==> src/hdl/lapbtr_pkg.sv <==
// Shared types, codes and AX.25 control constants for the LAPB timer recovery unit.
// Used by every module of the block; depends on nothing.
package lapbtr_pkg;

	// AX.25 control field values
	localparam logic [2:0] MMASK = 3'd7;
	localparam logic [7:0] PF    = 8'h10;
	localparam logic [7:0] SABM  = 8'h2F;
	localparam logic [7:0] DISC  = 8'h43;
	localparam logic [7:0] DM    = 8'h0F;
	localparam logic [7:0] RR    = 8'h01;
	localparam logic [7:0] RNR   = 8'h05;

	// link states
	localparam logic [2:0] ST_DISC  = 3'd0;
	localparam logic [2:0] ST_SETUP = 3'd1;
	localparam logic [2:0] ST_DPEND = 3'd2;
	localparam logic [2:0] ST_CONN  = 3'd3;
	localparam logic [2:0] ST_RECOV = 3'd4;

	// timer events
	localparam logic ACT_T1 = 1'b0;
	localparam logic ACT_T3 = 1'b1;

	// frame kinds
	localparam logic [1:0] FK_NONE = 2'd0;
	localparam logic [1:0] FK_CTRL = 2'd1;
	localparam logic [1:0] FK_IFRM = 2'd2;

	// configuration register indexes
	localparam int CFG_IDX_W = 3;
	localparam logic [CFG_IDX_W-1:0] CFG_MAX_RETRIES    = 3'd0;
	localparam logic [CFG_IDX_W-1:0] CFG_POLL_THRESHOLD = 3'd1;
	localparam logic [CFG_IDX_W-1:0] CFG_RECEIVE_WINDOW = 3'd2;
	localparam logic [CFG_IDX_W-1:0] CFG_OLD_PROTOCOL   = 3'd3;
	localparam logic [CFG_IDX_W-1:0] CFG_BACKOFF_LIMIT  = 3'd4;
	localparam int CFG_DATA_W = 32;

	typedef struct packed {
		logic [7:0]  max_retries;
		logic [15:0] poll_threshold;
		logic [15:0] receive_window;
		logic        old_protocol;
		logic [30:0] backoff_limit;
	} cfg_t;

	typedef struct packed {
		logic        action;
		logic [2:0]  link_state;
		logic [7:0]  retry_count;
		logic [31:0] t1_duration;
		logic        txq_nonempty;
		logic [15:0] oldest_frame_len;
		logic [15:0] rxq_len;
		logic [2:0]  send_seq;
		logic [2:0]  unacked_count;
		logic [2:0]  recv_seq;
	} item_t;

	typedef struct packed {
		logic [2:0]  next_state;
		logic [7:0]  next_retries;
		logic [31:0] next_t1_duration;
		logic [1:0]  frame_kind;
		logic        is_command;
		logic [7:0]  control_byte;
		logic        flush_txq;
		logic        timed_out;
		logic        set_retransmit;
		logic        restart_t1;
		logic        poll_sent;
	} result_t;

endpackage

==> src/hdl/lapbtr_cfg_regs.sv <==
// Configuration register file of the LAPB timer recovery unit.
// Depends on lapbtr_pkg for the register indexes and cfg_t.
module lapbtr_cfg_regs (
	input  logic                          clk,
	input  logic                          arst_n,
	input  logic                          wr_en,
	input  logic [lapbtr_pkg::CFG_IDX_W-1:0]  wr_index,
	input  logic [lapbtr_pkg::CFG_DATA_W-1:0] wr_data,
	output lapbtr_pkg::cfg_t              cfg
);
	import lapbtr_pkg::*;

	cfg_t cfg_q;

	// write one register per transfer; unknown indexes are dropped
	always_ff @(posedge clk or negedge arst_n) begin
		if (!arst_n) begin
			cfg_q.max_retries    <= 8'd10;
			cfg_q.poll_threshold <= 16'd128;
			cfg_q.receive_window <= 16'd2048;
			cfg_q.old_protocol   <= 1'b0;
			cfg_q.backoff_limit  <= 31'd30;
		end else if (wr_en) begin
			case (wr_index)
				CFG_MAX_RETRIES:    cfg_q.max_retries    <= wr_data[7:0];
				CFG_POLL_THRESHOLD: cfg_q.poll_threshold <= wr_data[15:0];
				CFG_RECEIVE_WINDOW: cfg_q.receive_window <= wr_data[15:0];
				CFG_OLD_PROTOCOL:   cfg_q.old_protocol   <= wr_data[0];
				CFG_BACKOFF_LIMIT:  cfg_q.backoff_limit  <= wr_data[30:0];
				default: ;
			endcase
		end
	end

	assign cfg = cfg_q;

endmodule

==> src/hdl/lapbtr_decide.sv <==
// Combinational decision logic: one timer event in, one recovery result out.
// Depends on lapbtr_pkg for codes, constants and the item/result structs.
module lapbtr_decide (
	input  lapbtr_pkg::cfg_t    cfg,
	input  lapbtr_pkg::item_t   item,
	output lapbtr_pkg::result_t res
);
	import lapbtr_pkg::*;

	logic [7:0]  rt_inc;
	logic [30:0] pow;
	logic        backoff;
	logic [31:0] t1_dbl;
	logic        give_up;
	logic        use_ifrm;
	logic [2:0]  ns;
	logic [7:0]  poll_ctrl;
	logic [1:0]  poll_kind;

	// saturating retry increment and T1 backoff
	assign rt_inc  = (item.retry_count != 8'hFF) ? item.retry_count + 8'd1 : item.retry_count;
	assign pow     = 31'd1 << rt_inc[4:0];
	assign backoff = (rt_inc < 8'd31) && (pow < cfg.backoff_limit);
	assign t1_dbl  = item.t1_duration[31] ? 32'hFFFF_FFFF : {item.t1_duration[30:0], 1'b0};
	assign give_up = (cfg.max_retries != 8'd0) && (rt_inc > cfg.max_retries);

	// poll frame: oldest I-frame again, or RR/RNR
	assign use_ifrm  = item.txq_nonempty &&
		((item.oldest_frame_len < cfg.poll_threshold) || cfg.old_protocol);
	assign ns        = (item.send_seq - item.unacked_count) & MMASK;
	assign poll_kind = use_ifrm ? FK_IFRM : FK_CTRL;
	assign poll_ctrl = use_ifrm ? ({item.recv_seq, 1'b0, ns, 1'b0} | PF)
		: ((item.rxq_len >= cfg.receive_window) ? (RNR | PF) : (RR | PF));

	always_comb begin
		res = '0;
		res.next_state       = item.link_state;
		res.next_retries     = item.retry_count;
		res.next_t1_duration = item.t1_duration;
		if (item.action == ACT_T1) begin
			res.set_retransmit = 1'b1;
			res.next_retries   = rt_inc;
			if (backoff) begin
				res.next_t1_duration = t1_dbl;
			end
			case (item.link_state)
				ST_SETUP, ST_DPEND: begin
					if (give_up) begin
						res.flush_txq  = (item.link_state == ST_SETUP);
						res.timed_out  = 1'b1;
						res.next_state = ST_DISC;
					end else begin
						res.frame_kind   = FK_CTRL;
						res.is_command   = 1'b1;
						res.control_byte = ((item.link_state == ST_SETUP) ? SABM : DISC) | PF;
						res.restart_t1   = 1'b1;
					end
				end
				ST_CONN, ST_RECOV: begin
					if (give_up) begin
						res.frame_kind   = FK_CTRL;
						res.control_byte = DM | PF;
						res.flush_txq    = 1'b1;
						res.timed_out    = 1'b1;
						res.next_state   = ST_DISC;
					end else begin
						res.frame_kind   = poll_kind;
						res.is_command   = 1'b1;
						res.control_byte = poll_ctrl;
						res.restart_t1   = 1'b1;
						res.poll_sent    = 1'b1;
						res.next_state   = ST_RECOV;
					end
				end
				default: ;
			endcase
		end else if (!cfg.old_protocol && item.link_state == ST_CONN) begin
			// idle poll from the connected state
			res.next_retries = 8'd0;
			res.frame_kind   = poll_kind;
			res.is_command   = 1'b1;
			res.control_byte = poll_ctrl;
			res.restart_t1   = 1'b1;
			res.poll_sent    = 1'b1;
			res.next_state   = ST_RECOV;
		end
	end

endmodule

==> src/hdl/lapb_timer_recovery_unit.sv <==
// Top level of the LAPB timer recovery unit: input register, decision logic,
// result register and configuration port. Depends on lapbtr_pkg, lapbtr_cfg_regs, lapbtr_decide.
//
// channel  | handshake                 | payload
// ---------+---------------------------+------------------------------------------
// event in | start & !busy             | action .. recv_seq
// result   | done (one-cycle strobe)   | next_state .. poll_sent
// config   | cfg_valid & cfg_ready     | cfg_index, cfg_data
//
// One event per cycle is accepted; busy stays low. After the accepting edge the event
// is held in the input register, and its result is then captured in the result
// register. The receiver cannot stall, so results are never held back.
// Reset clears the valid flags and loads the register defaults; payload is not reset.
// cfg_ready is always high; one register is written per transfer.
module lapb_timer_recovery_unit (
	input  logic                              clk,
	input  logic                              arst_n,
	input  logic                              start,
	output logic                              busy,
	input  logic                              action,
	input  logic [2:0]                        link_state,
	input  logic [7:0]                        retry_count,
	input  logic [31:0]                       t1_duration,
	input  logic                              txq_nonempty,
	input  logic [15:0]                       oldest_frame_len,
	input  logic [15:0]                       rxq_len,
	input  logic [2:0]                        send_seq,
	input  logic [2:0]                        unacked_count,
	input  logic [2:0]                        recv_seq,
	output logic                              done,
	output logic [2:0]                        next_state,
	output logic [7:0]                        next_retries,
	output logic [31:0]                       next_t1_duration,
	output logic [1:0]                        frame_kind,
	output logic                              is_command,
	output logic [7:0]                        control_byte,
	output logic                              flush_txq,
	output logic                              timed_out,
	output logic                              set_retransmit,
	output logic                              restart_t1,
	output logic                              poll_sent,
	input  logic                              cfg_valid,
	output logic                              cfg_ready,
	input  logic [lapbtr_pkg::CFG_IDX_W-1:0]  cfg_index,
	input  logic [lapbtr_pkg::CFG_DATA_W-1:0] cfg_data
);
	import lapbtr_pkg::*;

	cfg_t    cfg;
	item_t   item_s1;
	logic    valid_s1;
	result_t res_comb;
	result_t res_s2;
	logic    valid_s2;

	assign busy      = 1'b0;
	assign cfg_ready = 1'b1;

	lapbtr_cfg_regs u_cfg (
		.clk      (clk),
		.arst_n   (arst_n),
		.wr_en    (cfg_valid & cfg_ready),
		.wr_index (cfg_index),
		.wr_data  (cfg_data),
		.cfg      (cfg)
	);

	// capture the event on each transfer
	always_ff @(posedge clk or negedge arst_n) begin
		if (!arst_n) begin
			valid_s1 <= 1'b0;
		end else begin
			valid_s1 <= start & ~busy;
		end
	end

	always_ff @(posedge clk) begin
		if (start & ~busy) begin
			item_s1.action           <= action;
			item_s1.link_state       <= link_state;
			item_s1.retry_count      <= retry_count;
			item_s1.t1_duration      <= t1_duration;
			item_s1.txq_nonempty     <= txq_nonempty;
			item_s1.oldest_frame_len <= oldest_frame_len;
			item_s1.rxq_len          <= rxq_len;
			item_s1.send_seq         <= send_seq;
			item_s1.unacked_count    <= unacked_count;
			item_s1.recv_seq         <= recv_seq;
		end
	end

	lapbtr_decide u_decide (
		.cfg  (cfg),
		.item (item_s1),
		.res  (res_comb)
	);

	// register the result and the strobe
	always_ff @(posedge clk or negedge arst_n) begin
		if (!arst_n) begin
			valid_s2 <= 1'b0;
		end else begin
			valid_s2 <= valid_s1;
		end
	end

	always_ff @(posedge clk) begin
		if (valid_s1) begin
			res_s2 <= res_comb;
		end
	end

	assign done             = valid_s2;
	assign next_state       = res_s2.next_state;
	assign next_retries     = res_s2.next_retries;
	assign next_t1_duration = res_s2.next_t1_duration;
	assign frame_kind       = res_s2.frame_kind;
	assign is_command       = res_s2.is_command;
	assign control_byte     = res_s2.control_byte;
	assign flush_txq        = res_s2.flush_txq;
	assign timed_out        = res_s2.timed_out;
	assign set_retransmit   = res_s2.set_retransmit;
	assign restart_t1       = res_s2.restart_t1;
	assign poll_sent        = res_s2.poll_sent;

	// every accepted event yields exactly one strobe, after the input and result registers
	a_latency: assert property (@(posedge clk) disable iff (!arst_n)
		(start && !busy) |=> ##1 done)
		else $error("result strobe missing after accepted event");

	a_no_spurious: assert property (@(posedge clk) disable iff (!arst_n)
		done |-> $past(valid_s1))
		else $error("result strobe without a captured event");

	a_timeout_drop: assert property (@(posedge clk) disable iff (!arst_n)
		(done && timed_out) |-> (next_state == ST_DISC && !restart_t1 && !poll_sent))
		else $error("timeout result does not drop the link");

	a_poll_restart: assert property (@(posedge clk) disable iff (!arst_n)
		(done && poll_sent) |-> (restart_t1 && is_command && next_state == ST_RECOV
			&& frame_kind != FK_NONE))
		else $error("poll result inconsistent");

endmodule
==> config.mk <==
export PLATFORM = sky130hd
export DESIGN_NAME = lapb_timer_recovery_unit
export DESIGN_NICKNAME = d
export VERILOG_FILES = /design/src/hdl/lapbtr_pkg.sv /design/src/hdl/lapbtr_cfg_regs.sv /design/src/hdl/lapbtr_decide.sv /design/src/hdl/lapb_timer_recovery_unit.sv
export SDC_FILE = /design/constraint.sdc
export NUM_CORES = 1
export LEC_CHECK = 0
export ABC_AREA = 1
export BUFFER_PORTS_ARGS = -buffer_cell sky130_fd_sc_hd__buf_2
export CAP_MARGIN = 0
export CORE_ASPECT_RATIO = 0.7
export CORE_UTILIZATION = 35
export CTS_CLUSTER_SIZE = 40
export DETAILED_ROUTE_END_ITERATION = 7
export PLACE_DENSITY = 0.52
export RECOVER_POWER = 100
export SETUP_SLACK_MARGIN = 0.2
export SYNTH_ARGS = -nofsm -noshare
export SYNTH_HDL_FRONTEND = slang
export SYNTH_SLANG_ARGS = --single-unit
==> constraint.sdc <==
create_clock -name clk -period 6.66 [get_ports clk]
set_clock_uncertainty 0.15 [all_clocks]
set_input_delay 1.332 -clock clk [delete_from_list [all_inputs] [get_ports clk]]
set_output_delay 1.332 -clock clk [all_outputs]
set_load 0.05 [all_outputs]
* Yosys cells after proc, flatten, opt, wreduce, memory -nomap -nowiden
Cells that the tools add are included.
Word-level totals: register bits 219, input port bits 125, output and inout bits 62, logic and storage cells 88
Cells by class: $add $sub $neg 2, magnitude comparators 5, equality and inequality tests 9, shift operators 1, mux-type cells 28, reduce and logical (&&, ||, !) cells 15
Operators by type and width (count):
- $mux 32 | 3
- $mux 11 | 4
- $lt 31x31->1 | 1
- $shl 1x5->31 const A | 1
- $pmux 13 s2 | 1
- $mux 8 | 3
- $ge 16x16->1 | 1
- $lt 16x16->1 | 1
- $mux 2 | 7
- $eq 3x2->1 const B | 4
- $mux 10 | 1
- $reduce_and 2->1 | 5
- $mux 3 | 3
- $add 8x1->8 const B | 1
- $gt 8x8->1 | 1
- $lt 8x5->1 const B | 1
- $ne 8x8->1 const B | 1
- $reduce_bool 8->1 | 1
- $mux 7 | 1
- $eq 3x1->1 const B | 2
- $eq 3x3->1 const B | 2
- $pmux 3 s2 | 1
- $logic_and 1x1->1 | 4
- $reduce_or 2->1 | 2
- other kinds (6) | 8

* Longest topological paths before layout
depth after elaboration 7, depth in mapped cells 25, depth with buffers taken out 24

* By module
From an unflattened synthesis, not the netlist that was laid out.
Second synthesis, totals: cell total of the unflattened synthesis 1112, area total of the unflattened synthesis 10850.4 µm²
Modules (own cells, without submodules):
- lapb_timer_recovery_unit | instances 1, cells each 151, area an instance 4426.7 µm²
- lapbtr_decide | instances 1, cells each 639, area an instance 3498.4 µm²
- lapbtr_cfg_regs | instances 1, cells each 322, area an instance 2925.3 µm²

* Least setup slack after synthesis
OpenSTA, ideal clock, no wires.
kind register to register, start reg item_s1[74] in the netlist's numbering, end reg res_s2 (netlist bit next_t1_duration[30]), data pin, library setup time 0.252 ns, arrival 2.894 ns, data required time 6.258 ns, path slack 3.364 ns, stages on the path, launching flop included 21, buffers on the path 2, period minus slack after synthesis 3.296 ns, cells stage by stage edfxtp_1 > ha_1 > nand2_1 > nor2_4 > nand2_4 > nand2_2 > inv_4 > clkbuf_1 > nor2_1 > ha_1 > a21oi_1 > o21ai_0 > nand2_1 > o2111ai_1 > nor3_2 > o31ai_2 > nor2_4 > nand2_4 > buf_6 > nand2_2 > nand2_1
RTL lines:
- from (decl) | line lapb_timer_recovery_unit.sv:50 | item_t item_s1;
- to (signal assigned) | line lapb_timer_recovery_unit.sv:109 | res_s2 <= res_comb;
- to (decl) | line lapb_timer_recovery_unit.sv:53 | result_t res_s2;

* Worst setup path after layout
start in start, end reg item_s1[11] in the netlist's numbering, enable pin
RTL lines:
- from (decl) | line lapb_timer_recovery_unit.sv:18 | input logic start,
No word-level cell between the ends.

==> reports/results.md <==
• 18.0% — Area Overhead vs Synth
• clkbuf_1, clkbuf_1 — cells along the critical path
• item_s1[75] — Critical R2R Launch
• register to register — Hold Crit Class
• 0.0291 mm² — area of the placeable core
• 0.848 — routability congestion estimate
• 2 — combined buffer and inverter count along the critical path
• 17.0% — share of cells above drive strength 1
• 0 — Yosys warning total
• 52 — cell row count
• 77.1% — final critical-path share of the clock period
• 1234 — Syn Nets
• 0 — number of hold buffers added after cts
• 195 MHz — Fmax
• 59.0% — portion of the post-synthesis area used by sequential elements
• start — start point of the critical path
• 0.334 ns — minimum hold slack
• 187 — Top Ports
• 209 µm — width of the die
• input port to register — classification of the worst setup path
• 24 — clock buffer count from CTS
• 40 — Unique masters post-synth
• 5.67 nW — static leakage
• 63 — largest net degree at the start of global routing
• 0 — remaining design rule violation count
• sky130_fd_sc_hd__clkbuf_16 — root buffer cell
• 18.1 mm — DP Wirelength
• 19 — worst r2r path cells
• 0.0307 mm² — full die area
• 1 — H-tree Lvls
• register — capturing element type of the critical path
• 0.54 ns — clock latency reported for the late side of the worst-skew pair
• sky130_fd_sc_hd__edfxtp_1 (41%), sky130_fd_sc_hd__dfrtp_1 (16%), sky130_fd_sc_hd__ha_1 (8.2%) — leading cell types by total area after synthesis
• 1.87 ns — FF-to-FF setup slack
• 1.90 ns — CP max stage delay
• 6.60 ns — worst path required time
• 5.08 ns — data arrival time at the worst-slack endpoint
• 0 — Setup Fix Bufs, Post-CTS
• 41.2% — area share of the leading cell type in the synthesized netlist
• max-capacitance violations, max-slew violations — violations in the final reports
• 45 — Crit Path Max Fanout
• 7 — number of antenna violations at the first check in global routing
• 0 — Resize count post-CTS
• 0 — number of routed nets with antenna violations
• 0 ns — sum of negative setup slack
• 183 — I/O Buffers
• 0.0105 mm² — Syn Std Cell Area
• 36.0% — initial core utilization
• next_t1_duration[28] — Reg2Reg Capture Point
• 0.209 mV — largest vdd supply drop
• 0 — total overflow reported by the global router
• sky130_fd_sc_hd__clkbuf_1 — most used cell along the critical path
• 4 — first drt pass iteration count
• 3 — worst-case clock buffer depth
• 147 µm — die height
• 0.0124 mm² — final cell area excluding filler cells
• 24.9 mm — Detailed Route WL
• 16.6% — global-route usage over all layers
• 5 — reported max-cap violation count
• 300 mW/mm² — power density of the placed cells
• 5.13 ns — shortest period the worst path allows
• buffers and inverters — delay-heaviest family, CP
• -108% — relative max-transition margin
• item_s1[11] — endpoint of the most critical setup path
• 218 — register bit count reported by yosys
• 0 — final hold violation count
• 0.0118 mm² — post-placement cell area
• 4.58 — Vias per Instance
• 1039 — Gate Count Post-Synth
• sky130_fd_sc_hd__clkbuf_1 — slowest stage cell, crit path
• 15.4 µm — WL/cell
• 218 — number of clock sinks
• 10.1 µm² — Mapped Avg Cell Area
• 263 — final count of pins violating max slew
• 7427 — via count
• 2919 — number of fillers in the final layout
• 0.06 ns — CTS clk-pin slew, worst paths
• false — setup repair after global routing missed its margin
• 3.12 ns — actual slew at the worst max-slew pin
• 7271 — number of global-route vias before repair
• complete, but fails checks — run status
• sky130_fd_sc_hd__edfxtp_1 — post-synth top area cell
• 0 — final setup violation count
• 463 — DRT iter0 DRCs
• input port — CP startpoint kind
• done — CTS tree
• 1415 — Final nets
• 2 — Critical Path Stages
• 39.8 mm — first-pass GRT wire length
-- layout by cell type (no fill, tap or decap), types with 2 or more instances in the layout --
| master | count |
|---|---|
| sky130_fd_sc_hd__nand2_1 | 241 |
| sky130_fd_sc_hd__edfxtp_1 | 144 |
| sky130_fd_sc_hd__inv_1 | 130 |
| sky130_fd_sc_hd__buf_2 | 115 |
| sky130_fd_sc_hd__clkbuf_1 | 79 |
| sky130_fd_sc_hd__o21ai_0 | 74 |
| sky130_fd_sc_hd__ha_1 | 69 |
| sky130_fd_sc_hd__dfrtp_1 | 66 |
| sky130_fd_sc_hd__nor2_1 | 65 |
| sky130_fd_sc_hd__nand3_1 | 54 |
| sky130_fd_sc_hd__a21oi_1 | 51 |
| sky130_fd_sc_hd__or2_2 | 30 |
| sky130_fd_sc_hd__clkbuf_16 | 24 |
| sky130_fd_sc_hd__nor3_1 | 20 |
| sky130_fd_sc_hd__dfstp_2 | 8 |
| sky130_fd_sc_hd__diode_2 | 6 |
| sky130_fd_sc_hd__nand2_2 | 6 |
| sky130_fd_sc_hd__nand4_1 | 6 |
| sky130_fd_sc_hd__o22ai_1 | 5 |
| sky130_fd_sc_hd__nor2_4 | 4 |
| sky130_fd_sc_hd__inv_2 | 4 |
| sky130_fd_sc_hd__a211oi_1 | 4 |
| sky130_fd_sc_hd__nand2_4 | 3 |
| sky130_fd_sc_hd__xor2_1 | 3 |
| sky130_fd_sc_hd__clkinv_2 | 3 |
| sky130_fd_sc_hd__clkbuf_8 | 3 |
| sky130_fd_sc_hd__clkinv_1 | 3 |
| sky130_fd_sc_hd__xnor2_1 | 2 |
| sky130_fd_sc_hd__o211ai_1 | 2 |
| sky130_fd_sc_hd__conb_1 | 2 |
| sky130_fd_sc_hd__clkbuf_4 | 2 |
| sky130_fd_sc_hd__buf_4 | 2 |
-- worst min-delay path by stage --
stage | end | slack (ns) | start | depth (start not counted)
after global placement | u_cfg.cfg[42] | 0.32 | u_cfg.cfg[42] | 2
after global routing | u_cfg.cfg[33] | 0.35 | u_cfg.cfg[33] | 2
after floorplan | u_cfg.cfg[10] | 0.30 | u_cfg.cfg[10] | 2
after detailed placement | u_cfg.cfg[49] | 0.32 | u_cfg.cfg[49] | 2
after CTS | u_cfg.cfg[49] | 0.34 | u_cfg.cfg[49] | 2
final | u_cfg.cfg[48] | 0.33 | u_cfg.cfg[48] | 2
-- metal layers --
| layer | vias up | routed length, µm | track usage [%] |
|---|---|---|---|
| met2 | 148 | 10200 | 23.4 |
| met5 | - | 13 | 0 |
| met3 | 29 | 1380 | 3.98 |
| met1 | 3425 | 12900 | 25.2 |
| li1 | 3823 | - | - |
| met4 | 2 | 475 | 4.38 |
-- power breakdown --
group | internal (mW) | total [mW] | switching [mW]
Sequential | 1.64 | 1.72 | 0.0787
Clock | 0.747 | 1.28 | 0.536
Combinational | 0.214 | 0.708 | 0.494
Total | 2.60 | 3.71 | 1.11
-- through the flow --
stage                     util (%)  instances  setup slack [ns]  total power [mW]
final                         42.5       1622              1.53              3.71
after global routing          42.4       1618             0.984              3.94
after CTS                     42.9       1616              2.16              3.78
after detailed placement      40.4       1572              2.18              2.48
after global placement        40.4       1572              2.26              2.46
after floorplan                  -       1039              3.36              2.25
-- layout make-up --
type	instances	area, µm²	share of cell area [%]
Clock buffer	36	683	5.52
Inverter	135	509	4.11
Multi-Input combinational cell	652	3580	28.9
Clock inverter	8	72.6	0.586
Tap cell	378	473	3.82
Antenna cell	6	15.0	0.121
Sequential cell	218	6190	50.0
Timing Repair Buffer	189	861	6.96
-- synthesized netlist by cell type, drive strengths merged --
cell type	instances
nand3	55
nor4	1
nor3	20
dfrtp	66
xor2	3
nor2	70
o31ai	1
o22ai	5
o2111ai	1
dfstp	8
ha	69
conb	2
a31o	1
a21oi	51
o21a	1
buf	15
o211ai	2
inv	135
xnor2	2
nand2	250
clkbuf	19
a41oi	1
fa	1
or2	30
o21ai	75
nand4	6
edfxtp	144
o221a	1
a211oi	4
-- registers in the layout (all words and copies together), names as in the netlist, 3 cells and up --
register	count
item_s1	86
u_cfg.cfg	72
next_t1_duration	32
control_byte	8
next_retries	8
next_state	3
-- worst min-delay path, stage by stage (launching register included) --
cell,delay [ns]
sky130_fd_sc_hd__dfrtp_1,0.34
sky130_fd_sc_hd__nand2_1,0.05
sky130_fd_sc_hd__o21ai_0,0.06
-- cell families after synthesis --
kind of cell / share of synthesized area [%]
and+or+nand+nor: 18.3
DFF: 59.0
adders and majority gates: 8.42
buffers and inverters: 6.47
AOI/OAI and AO/OA: 7.29
xor gates and xnor gates: 0.418
other: 0.0716
No activity file was read; power rests on OpenSTA's default activity.
